File: config.mk
export PLATFORM = sky130hd
export DESIGN_NAME = rti_front
export DESIGN_NICKNAME = d
export VERILOG_FILES = /design/src/rtl/core/rti_pkg.sv /design/src/rtl/core/rti_front.sv
export SDC_FILE = /design/constraint.sdc
export NUM_CORES = 1
export LEC_CHECK = 0
export BUFFER_PORTS_ARGS = -buffer_cell sky130_fd_sc_hd__clkbuf_2
export CORE_MARGIN = 5
export CORE_UTILIZATION = 47
export DETAILED_ROUTE_END_ITERATION = 12
export PLACE_DENSITY_LB_ADDON = 0.08
export SLEW_MARGIN = 5
export SYNTH_ARGS = -nofsm -noshare
export SYNTH_HDL_FRONTEND = slang
export SYNTH_SLANG_ARGS = --single-unit
export TNS_END_PERCENT = 5
File: constraint.sdc
create_clock -name clk -period 4.8 [get_ports clk]
set_input_delay 0.72 -clock clk [delete_from_list [all_inputs] [get_ports clk]]
set_output_delay 0.72 -clock clk [all_outputs]
set_load 0.05 [all_outputs]
File: src/rtl/core/rti_pkg.sv
`default_nettype none
// Shared types and constants of the risk table interpolator.
package rti_pkg;

  // Default table capacities.
  localparam int MAX_ROWS_DEF = 128;
  localparam int MAX_COLS_DEF = 16;

  // Input word kinds.
  typedef enum logic [1:0] {
    KIND_ROW_KEY = 2'd0,
    KIND_BREAK   = 2'd1,
    KIND_CELL    = 2'd2,
    KIND_QUERY   = 2'd3
  } kind_t;

  // Result status codes.
  typedef enum logic [1:0] {
    ST_OK     = 2'd0,
    ST_EMPTY  = 2'd1,
    ST_NO_AGE = 2'd2
  } status_t;

  // Configuration register indexes.
  typedef enum logic [1:0] {
    CFG_ROWS = 2'd0,
    CFG_COLS = 2'd1
  } cfg_idx_t;

  // One input word.
  typedef struct packed {
    logic [1:0]         kind;
    logic [6:0]         row_slot;
    logic [3:0]         col_slot;
    logic [7:0]         age;
    logic signed [31:0] point;
    logic signed [31:0] cell_req;
  } in_word_t;

  // One result word.
  typedef struct packed {
    logic signed [31:0] risk;
    logic [1:0]         status;
  } out_word_t;

  // Query sequencer states.
  typedef enum logic [3:0] {
    S_IDLE,
    S_ROW,
    S_BP0,
    S_BPL,
    S_BPH,
    S_SCAN,
    S_CELL,
    S_CELLW,
    S_CELLA,
    S_CELLB,
    S_CELLC,
    S_DIVW,
    S_DONE
  } bk_state_t;

  // Multiply-divide unit states.
  typedef enum logic [1:0] {
    MD_IDLE,
    MD_MUL,
    MD_DIV,
    MD_DONE
  } md_state_t;

endpackage
`default_nettype wire

File: src/rtl/core/rti_front.sv
`default_nettype none
// Front end: accepts words, drops loads aimed past the table, and queues the rest.
module rti_front import rti_pkg::*; #(
  parameter int MAX_ROWS = MAX_ROWS_DEF,
  parameter int MAX_COLS = MAX_COLS_DEF
) (
  input  wire logic     clk,
  input  wire logic     rst_n,
  input  wire logic     in_valid,
  output logic          in_ready,
  input  wire in_word_t in_word,
  output logic          q_valid,
  output in_word_t      q_word,
  input  wire logic     q_pop
);

  logic [1:0] cnt_r, cnt_nxt;
  logic       wr_ptr_r, wr_ptr_nxt;
  logic       rd_ptr_r, rd_ptr_nxt;
  in_word_t   fifo_r [2];
  logic       keep;
  logic       push;
  logic       pop;
  logic       row_ok;
  logic       col_ok;

  // A load whose slot lies outside the table has no effect and is not queued.
  assign row_ok = 32'(in_word.row_slot) < MAX_ROWS;
  assign col_ok = 32'(in_word.col_slot) < MAX_COLS;

  always_comb begin
    case (kind_t'(in_word.kind))
      KIND_ROW_KEY: keep = row_ok;
      KIND_BREAK:   keep = col_ok;
      KIND_CELL:    keep = row_ok && col_ok;
      default:      keep = 1'b1;
    endcase
  end

  assign in_ready = (cnt_r != 2'd2);
  assign push     = in_valid && in_ready && keep;
  assign pop      = q_pop && q_valid;
  assign q_valid  = (cnt_r != 2'd0);
  assign q_word   = fifo_r[rd_ptr_r];

  // Queue pointers and fill count.
  always_comb begin
    wr_ptr_nxt = push ? ~wr_ptr_r : wr_ptr_r;
    rd_ptr_nxt = pop ? ~rd_ptr_r : rd_ptr_r;
    cnt_nxt    = cnt_r + {1'b0, push} - {1'b0, pop};
  end

  always_ff @(posedge clk) begin
    if (!rst_n) begin
      cnt_r    <= '0;
      wr_ptr_r <= 1'b0;
      rd_ptr_r <= 1'b0;
    end else begin
      cnt_r    <= cnt_nxt;
      wr_ptr_r <= wr_ptr_nxt;
      rd_ptr_r <= rd_ptr_nxt;
    end
  end

  // Queue storage.
  always_ff @(posedge clk) begin
    if (push) begin
      fifo_r[wr_ptr_r] <= in_word;
    end
  end

endmodule
`default_nettype wire

After elaboration in Yosys (flattened, before gate mapping)
Memory sizes are Yosys's and may differ from the RTL's. A register that Yosys moved wholly into a read port is not among the register bits.
Cells that the tools add are included.
{"block": "word_totals", "register_bits": 4, "mem_bits_rw": 170, "word_cells": 16, "memories": 1}
{"name": "fifo_r", "depth": 2, "width": 85, "rd": 1, "rd_ports_with_merged_regs": 1, "wr": 1, "line_no": "rti_front.sv:20", "rtl": "in_word_t fifo_r [2];"}
{"block": "op_classes", "n_addsub": 2, "n_eq_ne": 1, "muxes": 4, "bitwise_logic": 2, "reduce_logical": 3}
{"op": "$mux 1", "count": 4}
{"op": "$add 2x1->2", "count": 1}
{"op": "$logic_and 1x1->1", "count": 2}
{"op": "$ne 2x2->1 const B", "count": 1}
{"op": "$not 1->1", "count": 2}
{"op": "$reduce_bool 2->1", "count": 1}
{"op": "$sub 2x1->2", "count": 1}

Longest topological paths before layout
Gate-level depths: netlist of the first run.
{"block": "logic_depth", "ltp_word": 4, "depth_mapped": 8, "mapped_depth_nobuf": 8}

Worst setup path before layout of the first run
OpenSTA, ideal clock, no wires.
{"block": "synth_timing", "path_kind": "reg2reg", "from": "register cnt_r[0]", "to": "memory fifo_r[0][0] (netlist name) (enable)", "setup_time_ns": 0.529, "arrival_ns": 4.574, "required_ns": 4.271, "setup_slack_ns": -0.303, "stages_incl_launch_ff": 4, "n_path_buf": 0, "period_less_slack_ns": 5.103, "path_cell_list": "dfxtp_1 -> nand2b_1 -> nand2_1 -> nor2_1"}
{"block": "synth_between", "elab_chain_len": 4}
{"element": "from (decl)", "line_no": "rti_front.sv:17", "rtl": "logic [1:0] cnt_r, cnt_nxt;"}
{"element": "from (signal assigned)", "line_no": "rti_front.sv:59", "rtl": "cnt_r <= cnt_nxt;"}
{"element": "$ne 2x2->1", "line_no": "rti_front.sv:40", "rtl": "assign in_ready = (cnt_r != 2'd2);"}
{"element": "net in_ready", "line_no": "rti_front.sv:10", "rtl": "output logic in_ready,"}
{"element": "$logic_and 1x1->1", "line_no": "rti_front.sv:41", "rtl": "assign push = in_valid && in_ready && keep;"}
{"element": "$mux 1", "line_no": "rti_front.sv:67", "rtl": "if (push) begin"}
{"element": "$mux 1 (implied by the code)", "line_no": "rti_front.sv:68", "rtl": "fifo_r[wr_ptr_r] <= in_word;"}
{"element": "to (decl)", "line_no": "rti_front.sv:20"}
The timed path passes the listed nets, and every way through them passes these cells.

==> metrics.md, run 1 <==
| Metric | Value |
|---|---|
| # port buffers | `175` |
| Placed Instance Area | `between 7000 and 8000 um^2` |
| Clock transition at the registers of the reported paths | `around 0.06 ns` |
| Worst r2r src | `cnt_r[0]$_SDFF_PN0_` |
| Final ANT Viol Nets | `0` |
| Synth Instances | `around 290` |
| Worst Setup Slack, final | `1.66 ns` |
| Peak VDD IR | `0.000490 V` |
| Worst-path maximum fanout | `63` |
| Worst reg2reg endpoint | `fifo_r[0][57]$_DFFE_PP_` |
| WL/cell | `around 18 um` |
| Fin. Hold Viols | `0` |
| Hold EP | `fifo_r[1][14]$_DFFE_PP_` |
| Post-CTS setup buffers | `0` |
| Core area | `13,300 um^2` |
| Dpl cells | `634` |
| Min-delay src | `in_word[14]` |
| CP endpoint kind | `output pin` |
| Synth-to-Final Area Change | `25.4%` |
| Hold WS | `0.489 ns` |
| Seq/Total Area, Yosys | `around four fifths` |
| Die ar. | `around 16,000 um^2` |
| Max Cap Viol | `0` |
| DRT iter0 DRCs | `179` |
| Via density | `approximately 4.8` |
| TritonRoute pass-1 iters | `4` |
| Post-Route WL | `approximately 12,000 um` |
| GRT overflow | `0` |
| Syn Area/Cell | `22.1 um^2` |
| Worst Path Required | `4.08 ns` |
| Status | `finished, final reports clean` |
| Synthesis warning total | `0` |
| Vias in the first global route | `3,481` |
| Fin cells | `666` |
| Global placer's final weighted congestion | `between 0.7 and 0.8` |
| Minimum clock period | `around 3.1 ns` |
| Post-CTS sizing | `0` |
| Num Clock Sinks | `175` |
| All-Layer GR Usage | `15.4%` |
| Top post-synthesis cells by area | `edfxtp_1 80%, mux2_1 8.8%, mux2_2 6.2%` |
| CTS tree | `yes` |
| Starting Density | `a little under half` |
| Post-synthesis cell type count | `19` |
| CTS Buf Count | `17` |
| Clock Path Buffers | `2` |
| WHS Path Cells | `1` |
| Power Dens Cells | `~610 nW/um^2` |
| Total power | `4.84 mW` |
| First-pass GRT wire length | `18,500 um` |
| Hpwl dp | `7930 um` |
| Fin. max-slew vios | `0` |
| Share of cells above drive strength 1 | `50.0%` |
| Die W | `126 um` |
| # setup viols final | `0` |
| Largest area contributor in the netlist | `edfxtp_1` |
| Worst Skew | `0.00710 ns` |
| Crit start category | `flip-flop` |
| I/O pins | `176` |
| Unrepaired setup endpoints after global routing | `false` |
| Syn Std Cell Area | `6370 um^2` |
| Via count | `roughly 3,200` |
| Initial antenna violation count | `0` |
| Crit Path Category | `reg -> out` |
| Drc violations | `0` |
| Rel. slew slack | `around a quarter` |
| Synth top area share | `between 80 and 90%` |
| Fin nets | `568` |
| Synth Register Bits | `175` |
| Flop2flop setup slack | `2.39 ns` |
| Largest net degree at the start of global routing | `65` |
| Hold Crit Class | `in -> reg` |
| Final std cell area, no fill | `roughly 8000 um^2` |
| Worst Reg2Reg Path Length in Cells | `4` |
| Post-CTS Hold Fix Bufs | `0` |
| Crit path DAT | `2.42 ns` |
| Final worst path period share | `around two thirds` |
| Clock H-tree levels | `4` |
| Row cnt | `42` |
| Setup WS pre-CTS | `2.04 ns` |
| N_diodes | `0` |
| Die Ht | `126 um` |
| Worst-Skew Late Latency | `0.42 ns` |
| Clock root buffer | `clkbuf_16` |
| Max Freq | `318 MHz` |
| Setup TNS Final | `0 ns` |
| Synth Net Count | `roughly 380` |
| Fin util | `60.1%` |
| Leakage | `3.03 nW` |
| Worst-margin pin slew | `~1.1 ns` |
state kept, by name, summed over array words and instances (netlist names), named ones only:
register,cells
rd_ptr_r,1
fifo_r,170
cnt_r,2
wr_ptr_r,1
how the worst max path moves through the flow:
| stage | start | to | slack (ns) | cells past startpoint |
|---|---|---|---|---|
| after global placement | in_valid | fifo_r[0][71]$_DFFE_PP_ | 2.06 | 4 |
| after CTS | flip-flop | q_word[74] | 1.58 | 3 |
| final | flip-flop | q_word[74] | 1.66 | 3 |
| after detailed placement | flip-flop | q_word[74] | 2.04 | 3 |
| after global routing | flip-flop | q_word[74] | 1.48 | 3 |
| after floorplan | cnt_r[0]$_SDFF_PN0_ | fifo_r[0][0]$_DFFE_PP_ | 1.12 | 3 |
per-layer routing:
layer | global-route usage, % | share of wire (%) | wire (um)
met5 | 0 | 0 | 0
met4 | 6.25 | 1.8 | 208
met3 | 7.06 | 9.1 | 1080
met2 | 24.8 | 50 | 5900
met1 | 18.0 | 39 | 4660
kinds of logic after synthesis:
group                    count (synthesis)  synth area share, %
AO/OA/AOI/OAI                            1                0.118
XOR/XNOR                                 3                0.412
adder cells (fa/ha/maj)                  2                0.392
buffers and inverters                   10                 1.30
flip-flops                             175                 81.6
multiplexers                            86                 15.2
AND/OR/NAND/NOR                         11                0.962
worst max-delay path: stages, from the launching register on:
cell      delay (ns)
dfxtp_4         0.93
buf_4           0.44
mux2_1          0.37
clkbuf_2        0.24
placed cells by master (no fill, tap or decap), types with 2 or more instances in the layout:
cell type   netlist  final
nor2b_1           2      2
buf_4             1      4
mux2_2           35     35
xnor2_1           3      3
clkbuf_1          0      2
nand2_1           2      2
bufinv_16         0      2
clkbuf_2          0    175
mux2_1           50     50
ha_1              2      2
nand2b_1          2      2
clkinv_1          0      3
clkinvlp_4        0      3
clkbuf_16         0     17
edfxtp_1        170    170
clkinv_2          0      4
dfxtp_1           5      4
and2_1            2      2
cells in the mapped netlist:
cell type	number
buf_4	1
buf_2	3
buf_6	5
nor2b_1	2
inv_1	1
ha_1	2
xnor2_1	3
dfxtp_1	5
mux2_1	50
or2_2	1
mux2i_1	1
nand2b_1	2
edfxtp_1	170
nor2_1	1
o21a_1	1
and2_1	2
mux2_2	35
nand2_1	2
and3_1	1
power by group:
| group | internal (mW) | total [mW] | switching, mW | leakage, nW |
|---|---|---|---|---|
| Sequential | 1.92 | 2.04 | 0.115 | 1.63 |
| Clock | 0.756 | 1.28 | 0.528 | 0.265 |
| Combinational | 0.394 | 1.52 | 1.13 | 1.14 |
| Total | 3.07 | 4.84 | 1.77 | 3.03 |
layout make-up:
class	count	area, um^2
flip-flops and latches	175	5210
clock buffers	19	433
inverters	1	3.75
well taps	176	220
fillers	1042	5300
clock inverters	13	123
multi-input cells	103	1100
repair buffers	179	906
No activity file was read; power rests on OpenSTA's default activity.
==> inputs of run 2 (changes only) <==
--- a/config.mk
+++ b/config.mk
@@ -7,7 +7,7 @@
 export LEC_CHECK = 0
 export BUFFER_PORTS_ARGS = -buffer_cell sky130_fd_sc_hd__clkbuf_2
 export CORE_MARGIN = 5
-export CORE_UTILIZATION = 47
+export CORE_UTILIZATION = 52
 export DETAILED_ROUTE_END_ITERATION = 12
 export PLACE_DENSITY_LB_ADDON = 0.08
 export SLEW_MARGIN = 5
==> constraint.sdc (replaced) <==
create_clock -name clk -period 2.91 [get_ports clk]
set_input_delay 0.4365 -clock clk [delete_from_list [all_inputs] [get_ports clk]]
set_output_delay 0.4365 -clock clk [all_outputs]
set_load 0.05 [all_outputs]
==> run 2 against run 1 <==
Against the previous run: wire length down 2.8%; sequential cell count stayed put; global-route usage rose by 0.98 points; register-to-register slack got worse by 1.2 ns; clock power up 62%; utilization is 6.3 points higher; non-clock buffer count grew 1; count of clock-buffer cells in the layout rose by 4; clock skew is essentially flat.
==> metrics.md, run 2 (synthesis gave the netlist of run 1 again) <==
| Metric | Value |
|---|---|
| Clock root buffer | `clkbuf_16 (unchanged)` |
| Biggest regs | `fifo_r: 170 flops, cnt_r: 2 flops (unchanged)` |
| TritonRoute pass-1 iters | `4 (unchanged)` |
| Via density | `5.06 (was 4.84)` |
| Fin util | `66.4% (was 60.1%)` |
| Crit Path Category | `reg -> out (unchanged)` |
| Largest net degree at the start of global routing | `86 (was 65)` |
| Commonest non-fill, non-tap cell in the layout | `clkbuf_2 (unchanged)` |
| Power Dens Cells | `1000 nW/um^2 (was 606 nW/um^2)` |
| Hold WS | `0.211 ns (was 0.489 ns)` |
| Final worst path period share | `79.2%` |
| Vias in the first global route | `3,452 (was 3,481)` |
| Post-CTS sizing | `0 (unchanged)` |
| Row cnt | `40 (was 42)` |
| Via count | `3,227 (was 3,223)` |
| Crit start category | `flip-flop (unchanged)` |
| Drc violations | `0 (unchanged)` |
| Clock Path Buffers | `2 (unchanged)` |
| Fin cells | `638 (was 666)` |
| Leakage | `3.05 nW (was 3.03 nW)` |
| Die Ht | `121 um (was 126 um)` |
| Most frequent cells in the layout | `175 x clkbuf_2, 170 x edfxtp_1, 50 x mux2_1 (unchanged)` |
| CP endpoint kind | `output pin (unchanged)` |
| Synth-to-Final Area Change | `25.1% (was 25.4%)` |
| Worst Skew | `0.00734 ns (was 0.00710 ns)` |
| Worst Reg2Reg Path Length in Cells | `4 (unchanged)` |
| GRT overflow | `0 (unchanged)` |
| Max Cap Viol | `0 (unchanged)` |
| Status | `finished, final reports clean (unchanged)` |
| Worst reg2reg endpoint | `fifo_r[0][82]$_DFFE_PP_ (was fifo_r[0][57]$_DFFE_PP_)` |
| Die W | `121 um (was 126 um)` |
| Rel. slew slack | `58.4% (was 24.5%)` |
| Global placer's final weighted congestion | `0.706 (was 0.734)` |
| Worst-Skew Late Latency | `0.41 ns (was 0.42 ns)` |
| Worst r2r src | `cnt_r[0]$_SDFF_PN0_ (unchanged)` |
| Clock H-tree levels | `4 (unchanged)` |
| Die ar. | `14,600 um^2 (was 16,000 um^2)` |
| I/O pins | `176 (unchanged)` |
| Post-Route WL | `11,500 um (was 11,800 um)` |
| Post-CTS Hold Fix Bufs | `0 (unchanged)` |
| Share of cells above drive strength 1 | `49.5% (was 50.0%)` |
| Core area | `12,000 um^2 (was 13,300 um^2)` |
| Unrepaired setup endpoints after global routing | `false (unchanged)` |
| Worst-margin pin slew | `0.624 ns (was 1.13 ns)` |
| Post-CTS setup buffers | `0 (unchanged)` |
| Clock transition at the registers of the reported paths | `0.06 ns (about the same)` |
| Fill cells | `871 (was 1,042)` |
| Fin nets | `569 (was 568)` |
| Starting Density | `53.1% (was 47.9%)` |
| Hpwl dp | `7550 um (was 7930 um)` |
| # setup viols final | `0 (unchanged)` |
| Worst Path Required | `2.47 ns (was 4.08 ns)` |
| Largest reg by FF count | `fifo_r (unchanged)` |
| Initial antenna violation count | `0 (unchanged)` |
| Worst-path maximum fanout | `85 (was 63)` |
| Final ANT Viol Nets | `0 (unchanged)` |
| Total power | `7.97 mW (was 4.84 mW)` |
| Min-delay src | `in_word[16] (was in_word[14])` |
| Hold Crit Class | `in -> reg (unchanged)` |
| Num Clock Sinks | `175 (unchanged)` |
| Fin. Hold Viols | `0 (unchanged)` |
| Dpl cells | `606 (was 634)` |
| Peak VDD IR | `0.000672 V (was 0.000490 V)` |
| Flop2flop setup slack | `1.21 ns (was 2.39 ns)` |
| Hold EP | `fifo_r[1][16]$_DFFE_PP_ (was fifo_r[1][14]$_DFFE_PP_)` |
| Setup TNS Final | `0 ns (unchanged)` |
| All-Layer GR Usage | `16.4% (was 15.4%)` |
| DRT iter0 DRCs | `228 (was 179)` |
| Max reg flops | `170 (unchanged)` |
| Minimum clock period | `roughly 2.3 ns` |
| WL/cell | `18.0 um (was 17.8 um)` |
| CTS tree | `yes (unchanged)` |
| CTS Buf Count | `17 (unchanged)` |
| First-pass GRT wire length | `17,900 um (was 18,500 um)` |
| N_diodes | `0 (unchanged)` |
| Fin. max-slew vios | `0 (unchanged)` |
| WHS Path Cells | `1 (unchanged)` |
| # port buffers | `175 (unchanged)` |
| Crit path DAT | `1.87 ns (was 2.42 ns)` |
| Max Freq | `approximately 430 MHz` |
==> run 2: stage by stage <==
step | worst slack [ns] | area (um^2)
floorplan | -0.477 | 6380
global placement | 1.06 | 7430
detailed placement | 1.06 | 7430
CTS | 0.606 | 7980
global route | 0.547 | 7980
finish | 0.605 | 7980
==> run 2: worst max path at each step <==
stage / start / to / slack (ns)
after floorplan: cnt_r[0]$_SDFF_PN0_ / fifo_r[1][0]$_DFFE_PP_ / -0.48
after detailed placement: flip-flop / q_word[64] / 1.06
final: flip-flop / q_word[38] / 0.61
after global placement: flip-flop / q_word[22] / 1.06
after CTS: flip-flop / q_word[64] / 0.61
after global routing: flip-flop / q_word[22] / 0.55
==> run 2: worst max-delay path: stages, from the launching register on <==
cell	delay, ns
dfxtp_4	0.35
buf_12	0.36
mux2_1	0.41
clkbuf_2	0.25
==> run 2: cell type report <==
cell class	instances	area, um^2	share of cell area, %
timing repair buffer	180	938	11.8
tap	147	184	2.31
inverter	1	3.75	0.0471
clock buffer	23	448	5.62
clock inverter	9	92.6	1.16
multi-input combinational	103	1100	13.8
sequential	175	5210	65.3
==> run 2: report_power, final <==
part | internal (mW) | total [mW] | switching [mW]
clock | 1.25 | 2.08 | 0.833
combinational | 0.668 | 2.65 | 1.98
sequential | 3.17 | 3.24 | 0.0767
==> run 2: routing by layer <==
metal	GRT usage [%]	up-vias	wire length (um)
met3	5.71	14	859
met4	7.01	0	168
met5	0	-	0
met1	19.8	1563	4740
met2	26.8	123	5740
li1	-	1527	-
